<file path="config.mk">
export PLATFORM = sky130hd
export DESIGN_NAME = wavefront_queue_scheduler_flat
export DESIGN_NICKNAME = d
export VERILOG_FILES = /design/src/rtl/wqs_pkg.sv /design/src/rtl/wqs_req_if.sv /design/src/rtl/wqs_rsp_if.sv /design/src/rtl/wavefront_queue_scheduler.sv /design/src/rtl/wqs_store.sv /design/src/rtl/wqs_scan_unit.sv /design/src/flat_wrapper.sv
export SDC_FILE = /design/constraint.sdc
export NUM_CORES = 1
export LEC_CHECK = 0
export ABC_CLOCK_PERIOD_IN_PS = 5150
export BUFFER_PORTS_ARGS = -buffer_cell sky130_fd_sc_hd__buf_2
export CORE_MARGIN = 2
export CORE_UTILIZATION = 63
export DETAILED_ROUTE_END_ITERATION = 10
export MAX_ROUTING_LAYER = met4
export PLACE_DENSITY = 0.91
export SKIP_LAST_GASP = 1
export SLEW_MARGIN = 0
export SYNTH_ARGS = -nofsm -noshare
export SYNTH_HDL_FRONTEND = slang
export SYNTH_SLANG_ARGS = --single-unit
</file>
<file path="constraint.sdc">
create_clock -name clk -period 5.15 [get_ports clk]
set_input_delay 0.515 -clock clk [delete_from_list [all_inputs] [get_ports clk]]
set_output_delay 0.515 -clock clk [all_outputs]
set_load 0.02 [all_outputs]
</file>
<file path="src/rtl/wqs_pkg.sv">
package wqs_pkg;

	// Field widths of the request and response words.
	localparam int REQ_W       = 2;
	localparam int NODE_IDX_W  = 4;
	localparam int VALUE_W     = 24;
	localparam int OUT_NODE_W  = 4;

	// Configuration port.
	localparam int CFG_IDX_W   = 3;
	localparam int CFG_DATA_W  = 24;
	localparam int REG16_W     = 16;
	localparam int TOTAL_W     = 24;

	// Default sizes.
	localparam int NODES_DEF      = 16;
	localparam int COUNT_BITS_DEF = 16;
	localparam int AGE_BITS_DEF   = 32;

	// Request codes.
	localparam logic [REQ_W-1:0] REQ_SET_COUNT = 2'd0;
	localparam logic [REQ_W-1:0] REQ_SET_GEN   = 2'd1;
	localparam logic [REQ_W-1:0] REQ_DECIDE    = 2'd2;

	// Register indexes.
	localparam logic [CFG_IDX_W-1:0] CFG_TOTAL_WORK   = 3'd0;
	localparam logic [CFG_IDX_W-1:0] CFG_CAPACITY     = 3'd1;
	localparam logic [CFG_IDX_W-1:0] CFG_REFILL_LEVEL = 3'd2;
	localparam logic [CFG_IDX_W-1:0] CFG_MAX_WAIT     = 3'd3;
	localparam logic [CFG_IDX_W-1:0] CFG_REFILL_MASK  = 3'd4;

	localparam logic [REG16_W-1:0] CAPACITY_RST = 16'd1024;

	// Sequencer to scan unit control.
	typedef struct packed {
		logic clear;
		logic step;
	} scan_ctrl_t;

	// Scan unit status toward the sequencer.
	typedef struct packed {
		logic entry_free;
		logic forced;
	} scan_flags_t;

endpackage

</file>
<file path="src/rtl/wqs_req_if.sv">
interface wqs_req_if;
	import wqs_pkg::*;

	logic                  valid;
	logic                  ready;
	logic [REQ_W-1:0]      req_type;
	logic [NODE_IDX_W-1:0] node_index;
	logic [VALUE_W-1:0]    count_value;

	modport source(output valid, req_type, node_index, count_value, input ready);
	modport sink(input valid, req_type, node_index, count_value, output ready);

endinterface

</file>
<file path="src/rtl/wqs_rsp_if.sv">
interface wqs_rsp_if;
	import wqs_pkg::*;

	logic                  valid;
	logic                  ready;
	logic [OUT_NODE_W-1:0] serve_node;
	logic                  admit_work;
	logic                  fair_forced;

	modport source(output valid, serve_node, admit_work, fair_forced, input ready);
	modport sink(input valid, serve_node, admit_work, fair_forced, output ready);

endinterface

</file>
<file path="src/rtl/wavefront_queue_scheduler.sv">
// Work-queue scheduler. Set-count and set-generated words are handled in the idle
// state. For a decide word the count and age memories share one read port that a
// sequencer walks one node per cycle, a scan unit folds each node into the running
// maximum, sum and overdue search and writes back its new age, and a finish step,
// which waits while a response is still unread, clears the chosen node's age
// and forms the admission flag. Both memories reset to zero through per-entry
// valid bits, so there is no clearing pass after reset. The response register
// frees the input side: the next word is taken while a response still waits.
module wavefront_queue_scheduler #(
	parameter int NODES      = wqs_pkg::NODES_DEF,
	parameter int COUNT_BITS = wqs_pkg::COUNT_BITS_DEF,
	parameter int AGE_BITS   = wqs_pkg::AGE_BITS_DEF
) (
	input  logic                             clk,
	input  logic                             arst_n,
	wqs_req_if.sink                          req,
	wqs_rsp_if.source                        rsp,
	input  logic                             cfg_we,
	input  logic [wqs_pkg::CFG_IDX_W-1:0]    cfg_index,
	input  logic [wqs_pkg::CFG_DATA_W-1:0]   cfg_data
);
	import wqs_pkg::*;

	localparam int NODE_W = $clog2(NODES);
	localparam int LIVE_W = COUNT_BITS + NODE_W;
	localparam int LCMP_W = (LIVE_W + 1 > REG16_W) ? LIVE_W + 1 : REG16_W;

	localparam logic [1:0] ST_IDLE  = 2'd0;
	localparam logic [1:0] ST_SCAN  = 2'd1;
	localparam logic [1:0] ST_DRAIN = 2'd2;
	localparam logic [1:0] ST_FIN   = 2'd3;

	logic [1:0]            state_q;
	logic [NODE_W-1:0]     idx_q;
	logic [NODE_W-1:0]     idx_s1;
	logic                  step_s1;
	logic [TOTAL_W-1:0]    gen_q;
	logic [TOTAL_W-1:0]    total_work_q;
	logic [REG16_W-1:0]    capacity_q;
	logic [REG16_W-1:0]    refill_level_q;
	logic [REG16_W-1:0]    max_wait_q;
	logic [REG16_W-1:0]    refill_mask_q;
	logic                  rsp_v_q;
	logic [OUT_NODE_W-1:0] sel_q;
	logic                  admit_q;
	logic                  forced_q;

	logic                  accept;
	logic                  fin_go;
	logic                  cnt_we;
	logic [NODE_W-1:0]     cnt_waddr;
	logic [COUNT_BITS-1:0] cnt_wdata;
	logic                  age_we;
	logic [NODE_W-1:0]     age_waddr;
	logic [AGE_BITS-1:0]   age_wdata;
	logic                  rd_en;
	logic [COUNT_BITS-1:0] cnt_rdata;
	logic [AGE_BITS-1:0]   age_rdata;
	logic [AGE_BITS-1:0]   age_next;
	logic [NODE_W-1:0]     sel;
	logic [LIVE_W-1:0]     live;
	scan_ctrl_t            scan_ctrl;
	scan_flags_t           scan_flags;
	logic [REG16_W-1:0]    thresh;
	logic                  below;
	logic                  aligned;
	logic                  admit;

	assign req.ready = (state_q == ST_IDLE);
	assign accept    = req.valid && req.ready;
	assign fin_go    = (state_q == ST_FIN) && (!rsp_v_q || rsp.ready);

	// Queue count writes, saturated to the count width.
	assign cnt_we    = accept && (req.req_type == REQ_SET_COUNT) &&
		(32'(req.node_index) < NODES);
	assign cnt_waddr = NODE_W'(req.node_index);
	assign cnt_wdata = ((req.count_value >> COUNT_BITS) != '0) ?
		'1 : COUNT_BITS'(req.count_value);

	// Age writes come from the scan, then one clear of the chosen node.
	assign age_we    = step_s1 || (fin_go && sel != '0);
	assign age_waddr = step_s1 ? idx_s1 : sel;
	assign age_wdata = step_s1 ? age_next : '0;
	assign rd_en     = (state_q == ST_SCAN);

	assign scan_ctrl.clear = accept && (req.req_type == REQ_DECIDE);
	assign scan_ctrl.step  = step_s1;

	wqs_store #(
		.NODES      (NODES),
		.COUNT_BITS (COUNT_BITS),
		.AGE_BITS   (AGE_BITS)
	) u_store (
		.clk       (clk),
		.arst_n    (arst_n),
		.cnt_we    (cnt_we),
		.cnt_waddr (cnt_waddr),
		.cnt_wdata (cnt_wdata),
		.age_we    (age_we),
		.age_waddr (age_waddr),
		.age_wdata (age_wdata),
		.rd_en     (rd_en),
		.rd_addr   (idx_q),
		.cnt_rdata (cnt_rdata),
		.age_rdata (age_rdata)
	);

	wqs_scan_unit #(
		.NODES      (NODES),
		.COUNT_BITS (COUNT_BITS),
		.AGE_BITS   (AGE_BITS)
	) u_scan (
		.clk      (clk),
		.arst_n   (arst_n),
		.ctrl     (scan_ctrl),
		.idx      (idx_s1),
		.cnt      (cnt_rdata),
		.age      (age_rdata),
		.max_wait (max_wait_q),
		.age_next (age_next),
		.sel      (sel),
		.live     (live),
		.flags    (scan_flags)
	);

	// Admission test on the finished scan.
	assign thresh = (refill_level_q < capacity_q) ? refill_level_q : capacity_q;

	always_comb begin
		if (refill_level_q == '0) begin
			below = LCMP_W'({live, 1'b0}) < LCMP_W'(capacity_q);
		end else begin
			below = LCMP_W'(live) < LCMP_W'(thresh);
		end
	end

	// Only the first sixteen nodes have a mask bit.
	always_comb begin
		aligned = (refill_mask_q == '0) || (sel == '0);
		for (int i = 0; i < REG16_W; i++) begin
			if (32'(sel) == i && refill_mask_q[i]) begin
				aligned = 1'b1;
			end
		end
	end

	assign admit = (gen_q < total_work_q) && scan_flags.entry_free && aligned &&
		(live == '0 || below);

	// Sequencer.
	always_ff @(posedge clk or negedge arst_n) begin
		if (!arst_n) begin
			state_q <= ST_IDLE;
			idx_q   <= '0;
			idx_s1  <= '0;
			step_s1 <= 1'b0;
			gen_q   <= '0;
		end else begin
			step_s1 <= (state_q == ST_SCAN);
			idx_s1  <= idx_q;
			case (state_q)
				ST_IDLE: begin
					if (accept && req.req_type == REQ_SET_GEN) begin
						gen_q <= req.count_value;
					end
					if (accept && req.req_type == REQ_DECIDE) begin
						idx_q   <= '0;
						state_q <= ST_SCAN;
					end
				end
				ST_SCAN: begin
					idx_q <= idx_q + 1'b1;
					if (idx_q == NODE_W'(NODES - 1)) begin
						state_q <= ST_DRAIN;
					end
				end
				ST_DRAIN: begin
					state_q <= ST_FIN;
				end
				ST_FIN: begin
					if (fin_go) begin
						state_q <= ST_IDLE;
					end
				end
				default: begin
					state_q <= ST_IDLE;
				end
			endcase
		end
	end

	// Configuration registers.
	always_ff @(posedge clk or negedge arst_n) begin
		if (!arst_n) begin
			total_work_q   <= '0;
			capacity_q     <= CAPACITY_RST;
			refill_level_q <= '0;
			max_wait_q     <= '0;
			refill_mask_q  <= '0;
		end else if (cfg_we) begin
			case (cfg_index)
				CFG_TOTAL_WORK:   total_work_q   <= TOTAL_W'(cfg_data);
				CFG_CAPACITY:     capacity_q     <= REG16_W'(cfg_data);
				CFG_REFILL_LEVEL: refill_level_q <= REG16_W'(cfg_data);
				CFG_MAX_WAIT:     max_wait_q     <= REG16_W'(cfg_data);
				CFG_REFILL_MASK:  refill_mask_q  <= REG16_W'(cfg_data);
				default: begin
				end
			endcase
		end
	end

	// Response register.
	always_ff @(posedge clk or negedge arst_n) begin
		if (!arst_n) begin
			rsp_v_q <= 1'b0;
		end else if (fin_go) begin
			rsp_v_q <= 1'b1;
		end else if (rsp.ready) begin
			rsp_v_q <= 1'b0;
		end
	end

	always_ff @(posedge clk) begin
		if (fin_go) begin
			sel_q    <= OUT_NODE_W'(sel);
			admit_q  <= admit;
			forced_q <= scan_flags.forced;
		end
	end

	assign rsp.valid       = rsp_v_q;
	assign rsp.serve_node  = sel_q;
	assign rsp.admit_work  = admit_q;
	assign rsp.fair_forced = forced_q;

	// A response appears only out of the finish step.
	assert property (@(posedge clk) disable iff (!arst_n)
		$rose(rsp_v_q) |-> $past(state_q == ST_FIN))
		else $error("response raised outside the finish step");

	// Queue counts never change under a running scan.
	assert property (@(posedge clk) disable iff (!arst_n)
		(state_q != ST_IDLE) |-> !cnt_we)
		else $error("queue count written during a decision");

	// The drain step leads straight to the finish step.
	assert property (@(posedge clk) disable iff (!arst_n)
		(state_q == ST_DRAIN) |=> (state_q == ST_FIN))
		else $error("drain step did not lead to finish");

	// A fairness override always names a continuation node.
	assert property (@(posedge clk) disable iff (!arst_n)
		(state_q == ST_FIN && scan_flags.forced) |-> (sel != '0))
		else $error("forced choice without a node");

endmodule

</file>
<file path="src/rtl/wqs_store.sv">
module wqs_store #(
	parameter int NODES      = wqs_pkg::NODES_DEF,
	parameter int COUNT_BITS = wqs_pkg::COUNT_BITS_DEF,
	parameter int AGE_BITS   = wqs_pkg::AGE_BITS_DEF
) (
	input  logic                      clk,
	input  logic                      arst_n,
	input  logic                      cnt_we,
	input  logic [$clog2(NODES)-1:0]  cnt_waddr,
	input  logic [COUNT_BITS-1:0]     cnt_wdata,
	input  logic                      age_we,
	input  logic [$clog2(NODES)-1:0]  age_waddr,
	input  logic [AGE_BITS-1:0]       age_wdata,
	input  logic                      rd_en,
	input  logic [$clog2(NODES)-1:0]  rd_addr,
	output logic [COUNT_BITS-1:0]     cnt_rdata,
	output logic [AGE_BITS-1:0]       age_rdata
);
	import wqs_pkg::*;

	logic [COUNT_BITS-1:0] cnt_mem_q [NODES];
	logic [AGE_BITS-1:0]   age_mem_q [NODES];
	logic [NODES-1:0]      cnt_vld_q;
	logic [NODES-1:0]      age_vld_q;
	logic [COUNT_BITS-1:0] cnt_raw_q;
	logic [AGE_BITS-1:0]   age_raw_q;
	logic                  cnt_rvld_q;
	logic                  age_rvld_q;

	// Memory writes and registered reads.
	always_ff @(posedge clk) begin
		if (cnt_we) begin
			cnt_mem_q[cnt_waddr] <= cnt_wdata;
		end
		if (age_we) begin
			age_mem_q[age_waddr] <= age_wdata;
		end
		if (rd_en) begin
			cnt_raw_q <= cnt_mem_q[rd_addr];
			age_raw_q <= age_mem_q[rd_addr];
		end
	end

	// Per-entry valid bits stand in for the all-zero reset of both stores.
	always_ff @(posedge clk or negedge arst_n) begin
		if (!arst_n) begin
			cnt_vld_q  <= '0;
			age_vld_q  <= '0;
			cnt_rvld_q <= 1'b0;
			age_rvld_q <= 1'b0;
		end else begin
			if (cnt_we) begin
				cnt_vld_q[cnt_waddr] <= 1'b1;
			end
			if (age_we) begin
				age_vld_q[age_waddr] <= 1'b1;
			end
			if (rd_en) begin
				cnt_rvld_q <= cnt_vld_q[rd_addr];
				age_rvld_q <= age_vld_q[rd_addr];
			end
		end
	end

	assign cnt_rdata = cnt_rvld_q ? cnt_raw_q : '0;
	assign age_rdata = age_rvld_q ? age_raw_q : '0;

endmodule

</file>
<file path="src/rtl/wqs_scan_unit.sv">
module wqs_scan_unit #(
	parameter int NODES      = wqs_pkg::NODES_DEF,
	parameter int COUNT_BITS = wqs_pkg::COUNT_BITS_DEF,
	parameter int AGE_BITS   = wqs_pkg::AGE_BITS_DEF
) (
	input  logic                                    clk,
	input  logic                                    arst_n,
	input  wqs_pkg::scan_ctrl_t                     ctrl,
	input  logic [$clog2(NODES)-1:0]                idx,
	input  logic [COUNT_BITS-1:0]                   cnt,
	input  logic [AGE_BITS-1:0]                     age,
	input  logic [wqs_pkg::REG16_W-1:0]             max_wait,
	output logic [AGE_BITS-1:0]                     age_next,
	output logic [$clog2(NODES)-1:0]                sel,
	output logic [COUNT_BITS+$clog2(NODES)-1:0]     live,
	output wqs_pkg::scan_flags_t                    flags
);
	import wqs_pkg::*;

	localparam int NODE_W = $clog2(NODES);
	localparam int LIVE_W = COUNT_BITS + NODE_W;
	localparam int CMP_W  = (AGE_BITS > REG16_W) ? AGE_BITS : REG16_W;

	logic [COUNT_BITS-1:0] best_q;
	logic [NODE_W-1:0]     best_idx_q;
	logic [AGE_BITS-1:0]   oldest_q;
	logic [NODE_W-1:0]     over_idx_q;
	logic [LIVE_W-1:0]     live_q;
	logic                  free_q;
	logic                  is_entry;
	logic                  overdue;

	assign is_entry = (idx == '0);

	// A non-empty queue whose age has reached the limit and beats the oldest so far.
	assign overdue = (max_wait != '0) && (cnt != '0) &&
		(CMP_W'(age) >= CMP_W'(max_wait)) && (age > oldest_q);

	// Age after this decision, before the selected node is cleared.
	always_comb begin
		if (is_entry || cnt == '0) begin
			age_next = '0;
		end else if (&age) begin
			age_next = age;
		end else begin
			age_next = age + 1'b1;
		end
	end

	// Running maximum, running sum and overdue search, one node per step.
	always_ff @(posedge clk or negedge arst_n) begin
		if (!arst_n) begin
			best_q     <= '0;
			best_idx_q <= '0;
			oldest_q   <= '0;
			over_idx_q <= '0;
			live_q     <= '0;
			free_q     <= 1'b0;
		end else if (ctrl.clear) begin
			best_q     <= '0;
			best_idx_q <= '0;
			oldest_q   <= '0;
			over_idx_q <= '0;
			live_q     <= '0;
			free_q     <= 1'b0;
		end else if (ctrl.step) begin
			if (is_entry) begin
				free_q <= (cnt != '0);
			end else begin
				if (cnt > best_q) begin
					best_q     <= cnt;
					best_idx_q <= idx;
				end
				if (overdue) begin
					oldest_q   <= age;
					over_idx_q <= idx;
				end
				live_q <= live_q + LIVE_W'(cnt);
			end
		end
	end

	assign sel              = (over_idx_q != '0) ? over_idx_q : best_idx_q;
	assign live             = live_q;
	assign flags.forced     = (over_idx_q != '0);
	assign flags.entry_free = free_q;

endmodule
</file>
<file path="src/flat_wrapper.sv">
// flat-port wrapper written by rule: the top's interface ports become plain ports
module wavefront_queue_scheduler_flat import wqs_pkg::*;
#(
	parameter int NODES      = wqs_pkg::NODES_DEF,
	parameter int COUNT_BITS = wqs_pkg::COUNT_BITS_DEF,
	parameter int AGE_BITS   = wqs_pkg::AGE_BITS_DEF
)
  (clk, arst_n, cfg_we, cfg_index, cfg_data, req_valid, req_req_type, req_node_index, req_count_value, req_ready, rsp_valid, rsp_serve_node, rsp_admit_work, rsp_fair_forced, rsp_ready);
  wqs_req_if req_i ();
  wqs_rsp_if rsp_i ();
  input  logic clk;
  input  logic arst_n;
  input  logic cfg_we;
  input  logic [wqs_pkg::CFG_IDX_W-1:0] cfg_index;
  input  logic [wqs_pkg::CFG_DATA_W-1:0] cfg_data;
  input wire logic [$bits(req_i.valid)-1:0] req_valid;
  input wire logic [$bits(req_i.req_type)-1:0] req_req_type;
  input wire logic [$bits(req_i.node_index)-1:0] req_node_index;
  input wire logic [$bits(req_i.count_value)-1:0] req_count_value;
  output wire logic [$bits(req_i.ready)-1:0] req_ready;
  output wire logic [$bits(rsp_i.valid)-1:0] rsp_valid;
  output wire logic [$bits(rsp_i.serve_node)-1:0] rsp_serve_node;
  output wire logic [$bits(rsp_i.admit_work)-1:0] rsp_admit_work;
  output wire logic [$bits(rsp_i.fair_forced)-1:0] rsp_fair_forced;
  input wire logic [$bits(rsp_i.ready)-1:0] rsp_ready;
  assign req_i.valid = req_valid;
  assign req_i.req_type = req_req_type;
  assign req_i.node_index = req_node_index;
  assign req_i.count_value = req_count_value;
  assign req_ready = req_i.ready;
  assign rsp_valid = rsp_i.valid;
  assign rsp_serve_node = rsp_i.serve_node;
  assign rsp_admit_work = rsp_i.admit_work;
  assign rsp_fair_forced = rsp_i.fair_forced;
  assign rsp_i.ready = rsp_ready;
  wavefront_queue_scheduler #(.NODES(NODES), .COUNT_BITS(COUNT_BITS), .AGE_BITS(AGE_BITS)) u_core (.clk(clk), .arst_n(arst_n), .req(req_i), .rsp(rsp_i), .cfg_we(cfg_we), .cfg_index(cfg_index), .cfg_data(cfg_data));
endmodule
</file>
==> impl_metrics.tcl <==
set metrics [dict create \
    startpoint_type "flip-flop" \
    hold_viol_final 0 \
    wl_per_cell_um 28.81 \
    path_max_fanout 36 \
    cp_cell_sequence "buf_4, nand2_1, inv_1, ha_1, o21ai_0, o21ai_0, o211ai_1, a2111oi_0, o31a_1, a31o_2, nand3_1, a21oi_1" \
    synth_mux_area_share_pct 12.16 \
    final_antenna_net_count 0 \
    ff_latch_area_um2 30580 \
    seq_area_frac_synth_pct 66.41 \
    clock-root-buffer "clkbuf_16" \
    port_buffers 69 \
    io-pin-count 70 \
    critPathRequiredTime_ps 5710 \
    dieArea_um2 75240 \
    synthCells 3128 \
    vias_per_cell 6.966 \
    max_freq_mhz 237.3 \
    crit_family "compound AO/OA/AOI/OAI gates" \
    crit_arrival_ps 4780 \
    top_layer_used "met4" \
    dr.pass1.iters 6 \
    yosys.area_share.adder_pct 4.230 \
    synth_xor_area_share_pct 0.7611 \
    finalCritPeriodShare_pct 81.82 \
    grt_max_degree 115 \
    grt_overflow 0 \
    wl_met2_um 58080 \
    antenna_found_initial 5 \
    synth.distinct_cells 68 \
    rows 99 \
    synth_edf_count 822 \
    routed_wl_um 123400 \
    relSlewSlack_pct 17.27 \
    slowest_delay_ps 840 \
    grt_util_all_layers_pct 33.94 \
    grt_pass1_wl_um 183300 \
    fin_setup_tns_ps 0 \
    nFillCells 4144 \
    place_area_um2 47880 \
    cts_resized 0 \
    rsz0062_at_grt "false" \
    synth.most_common_cell "edfxtp_1" \
    synth_compound_area_share_pct 7.603 \
    die_w_um 274.3 \
    synth_top_cell_area_share_pct 53.63 \
    htreeDepth 3 \
    r2r_start "u_core.u_store.age_rvld_q" \
    ctsHoldBuffers 1 \
    postCtsSetupRepairBufs 0 \
    syn_area_um2 46030 \
    synth_top_family_by_area "multiplexers" \
    clock_sinks 1057 \
    cp_slowest_cell "dfrtp_1" \
    status "completed" \
    fin_skew_ps 30.20 \
    p_per_area_nw_per_um2 547.7 \
    r2r_cells 12 \
    wl_met1_um 43270 \
    whs_path_depth 3 \
    cp.buffers_inverters 2 \
    route.detailed.drc 0 \
    ir_drop_v 0.0003407 \
    multi_input_area_um2 14590 \
    r2r_slack_ps 940 \
    numCtsBuffers 100 \
    syn_avg_cell_area_um2 14.71 \
    final_nets 3446 \
    path_class "flip-flop to flip-flop" \
    tritoncts "yes" \
    crit_top_cell "o21ai_0" \
    synth_area_leaders "edfxtp_1 54%, dfrtp_1 13%, mux4_2 5.2%" \
    post-route-min-period_ps 4214 \
    slew_violations 0 \
    worst_slew_pin_slew_ps 1236 \
    synth-main-ff-cell "edfxtp_1" \
    synthToLayoutAreaGrowth_pct 11.39 \
    finalSetupViolations 0 \
    via_count 29830 \
    wl_met3_um 15990 \
    place_hpwl_um 69520 \
    die_y_um 274.3 \
    cts.path.max_buffers 3 \
    hp-class "input pin to flip-flop" \
    insertion_delay_ps 680 \
    synth-async-reset-ratio_pct 22.23 \
    r2r-end "u_core.u_scan.oldest_q[18]" \
    clk_pin_slew_worst_paths_ps 70 \
    fin_hold_ws_ps 59.23 \
    yosys_register_bits 1057 \
    yosys_warnings 0 \
    gp_congestion 0.9655 \
    core_area_um2 72590 \
    first_iter_violations 4342 \
    worstHoldEndpoint "u_core.total_work_q[16]" \
    initial_core_util_pct 63.41 \
    worst_setup_path_end_kind "flip-flop" \
    p_leak_uw 0.01940 \
    cap_violations 0 \
    hold_start "cfg_data[16]" \
    syn_nets 3345 \
    yosysTopAreaCell "edfxtp_1" \
    drive_gt1_share_pct 18.94 \
    synth_common_cells "822 x edfxtp_1, 234 x dfrtp_1, 208 x o21ai_0" \
    fin_area_um2 51270 \
    first_global_vias 29700 \
    synth-simple-area-share_pct 6.500 \
]
cell type report:
class | instances | share of cell area [%]
Clock buffer | 121 | 5.135
Antenna cell | 8 | 0.03905
Multi-Input combinational cell | 1791 | 28.46
Inverter | 134 | 0.9810
Clock inverter | 67 | 1.420
Timing Repair Buffer | 145 | 1.982
Sequential cell | 1057 | 59.64
Tap cell | 959 | 2.340
kinds of logic (layout without fill, tap and decap cells):
kind of cell | after synthesis | after routing
mux | 410 | 410
xor+xnor | 40 | 40
flops | 1057 | 1057
simple gates | 616 | 616
other cells | 0 | 8
fa+ha+maj | 155 | 155
compound gates | 570 | 570
buf+inv | 280 | 467
where the power goes:
group | total [uW] | internal (uW) | switching [uW]
registers | 11800 | 10700 | 1090
clock network | 7590 | 4320 | 3270
logic | 8700 | 3440 | 5260
metal layers:
metal / GRT usage [%] / up-vias
li1: - / 12220
met1: 43.32 / 14660
met2: 51.91 / 2425
met3: 8.241 / 523
met4: 15.65 / 0
met5: - / -
state kept, by name, indices dropped and copies added (netlist names), 16 cells and up:
| register | flops |
|---|---|
| u_core.u_store.age_mem_q | 512 |
| u_core.u_store.cnt_mem_q | 256 |
| u_core.u_scan.oldest_q | 32 |
| u_core.u_store.age_raw_q | 32 |
| u_core.gen_q | 24 |
| u_core.total_work_q | 24 |
| u_core.u_scan.live | 20 |
| u_core.capacity_q | 16 |
| u_core.max_wait_q | 16 |
| u_core.refill_level_q | 16 |
| u_core.refill_mask_q | 16 |
| u_core.u_scan.best_q | 16 |
| u_core.u_store.age_vld_q | 16 |
| u_core.u_store.cnt_raw_q | 16 |
| u_core.u_store.cnt_vld_q | 16 |
cells in the final DEF (no fill, tap or decap), types with 52 or more instances in the layout:
master,count
buf_4,68
dfrtp_1,230
buf_2,68
nor2_1,123
mux4_2,107
a21oi_1,151
inv_1,133
mux2_2,125
nand2_1,174
nand3_1,67
or2_2,52
clkbuf_16,101
mux2i_1,178
o21ai_0,207
edfxtp_1,822
ha_1,153
worst reg2reg max path, cell delays in order (launching register included):
cell and delay (ps):
dfrtp_1 840, buf_4 330, nand2_1 180, inv_1 140, ha_1 220, o21ai_0 110, o21ai_0 190, o211ai_1 140
a2111oi_0 590, o31a_1 250, a31o_2 680, nand3_1 200, a21oi_1 240
through the flow:
step	instances	util (%)	setup slack (ps)	total power, uW
floorplan	3128	-	1421	17340
global placement	4085	65.96	1084	19670
detailed placement	4085	65.96	1074	20090
CTS	4274	70.61	1025	27830
global route	4280	70.63	671.3	29080
finish	4282	70.63	936.4	28080
how the worst max path moves through the flow:
stage	from	end	cells after the start
global route	u_core.capacity_q[1]	u_core.rsp.admit_work	15
detailed placement	u_core.capacity_q[13]	u_core.rsp.admit_work	16
floorplan	u_core.refill_level_q[13]	u_core.rsp.admit_work	17
finish	u_core.u_store.age_rvld_q	u_core.u_scan.oldest_q[18]	12
CTS	u_core.capacity_q[13]	u_core.rsp.admit_work	16
global placement	u_core.refill_level_q[13]	u_core.rsp.admit_work	15
(Power assumes the default switching activity.)
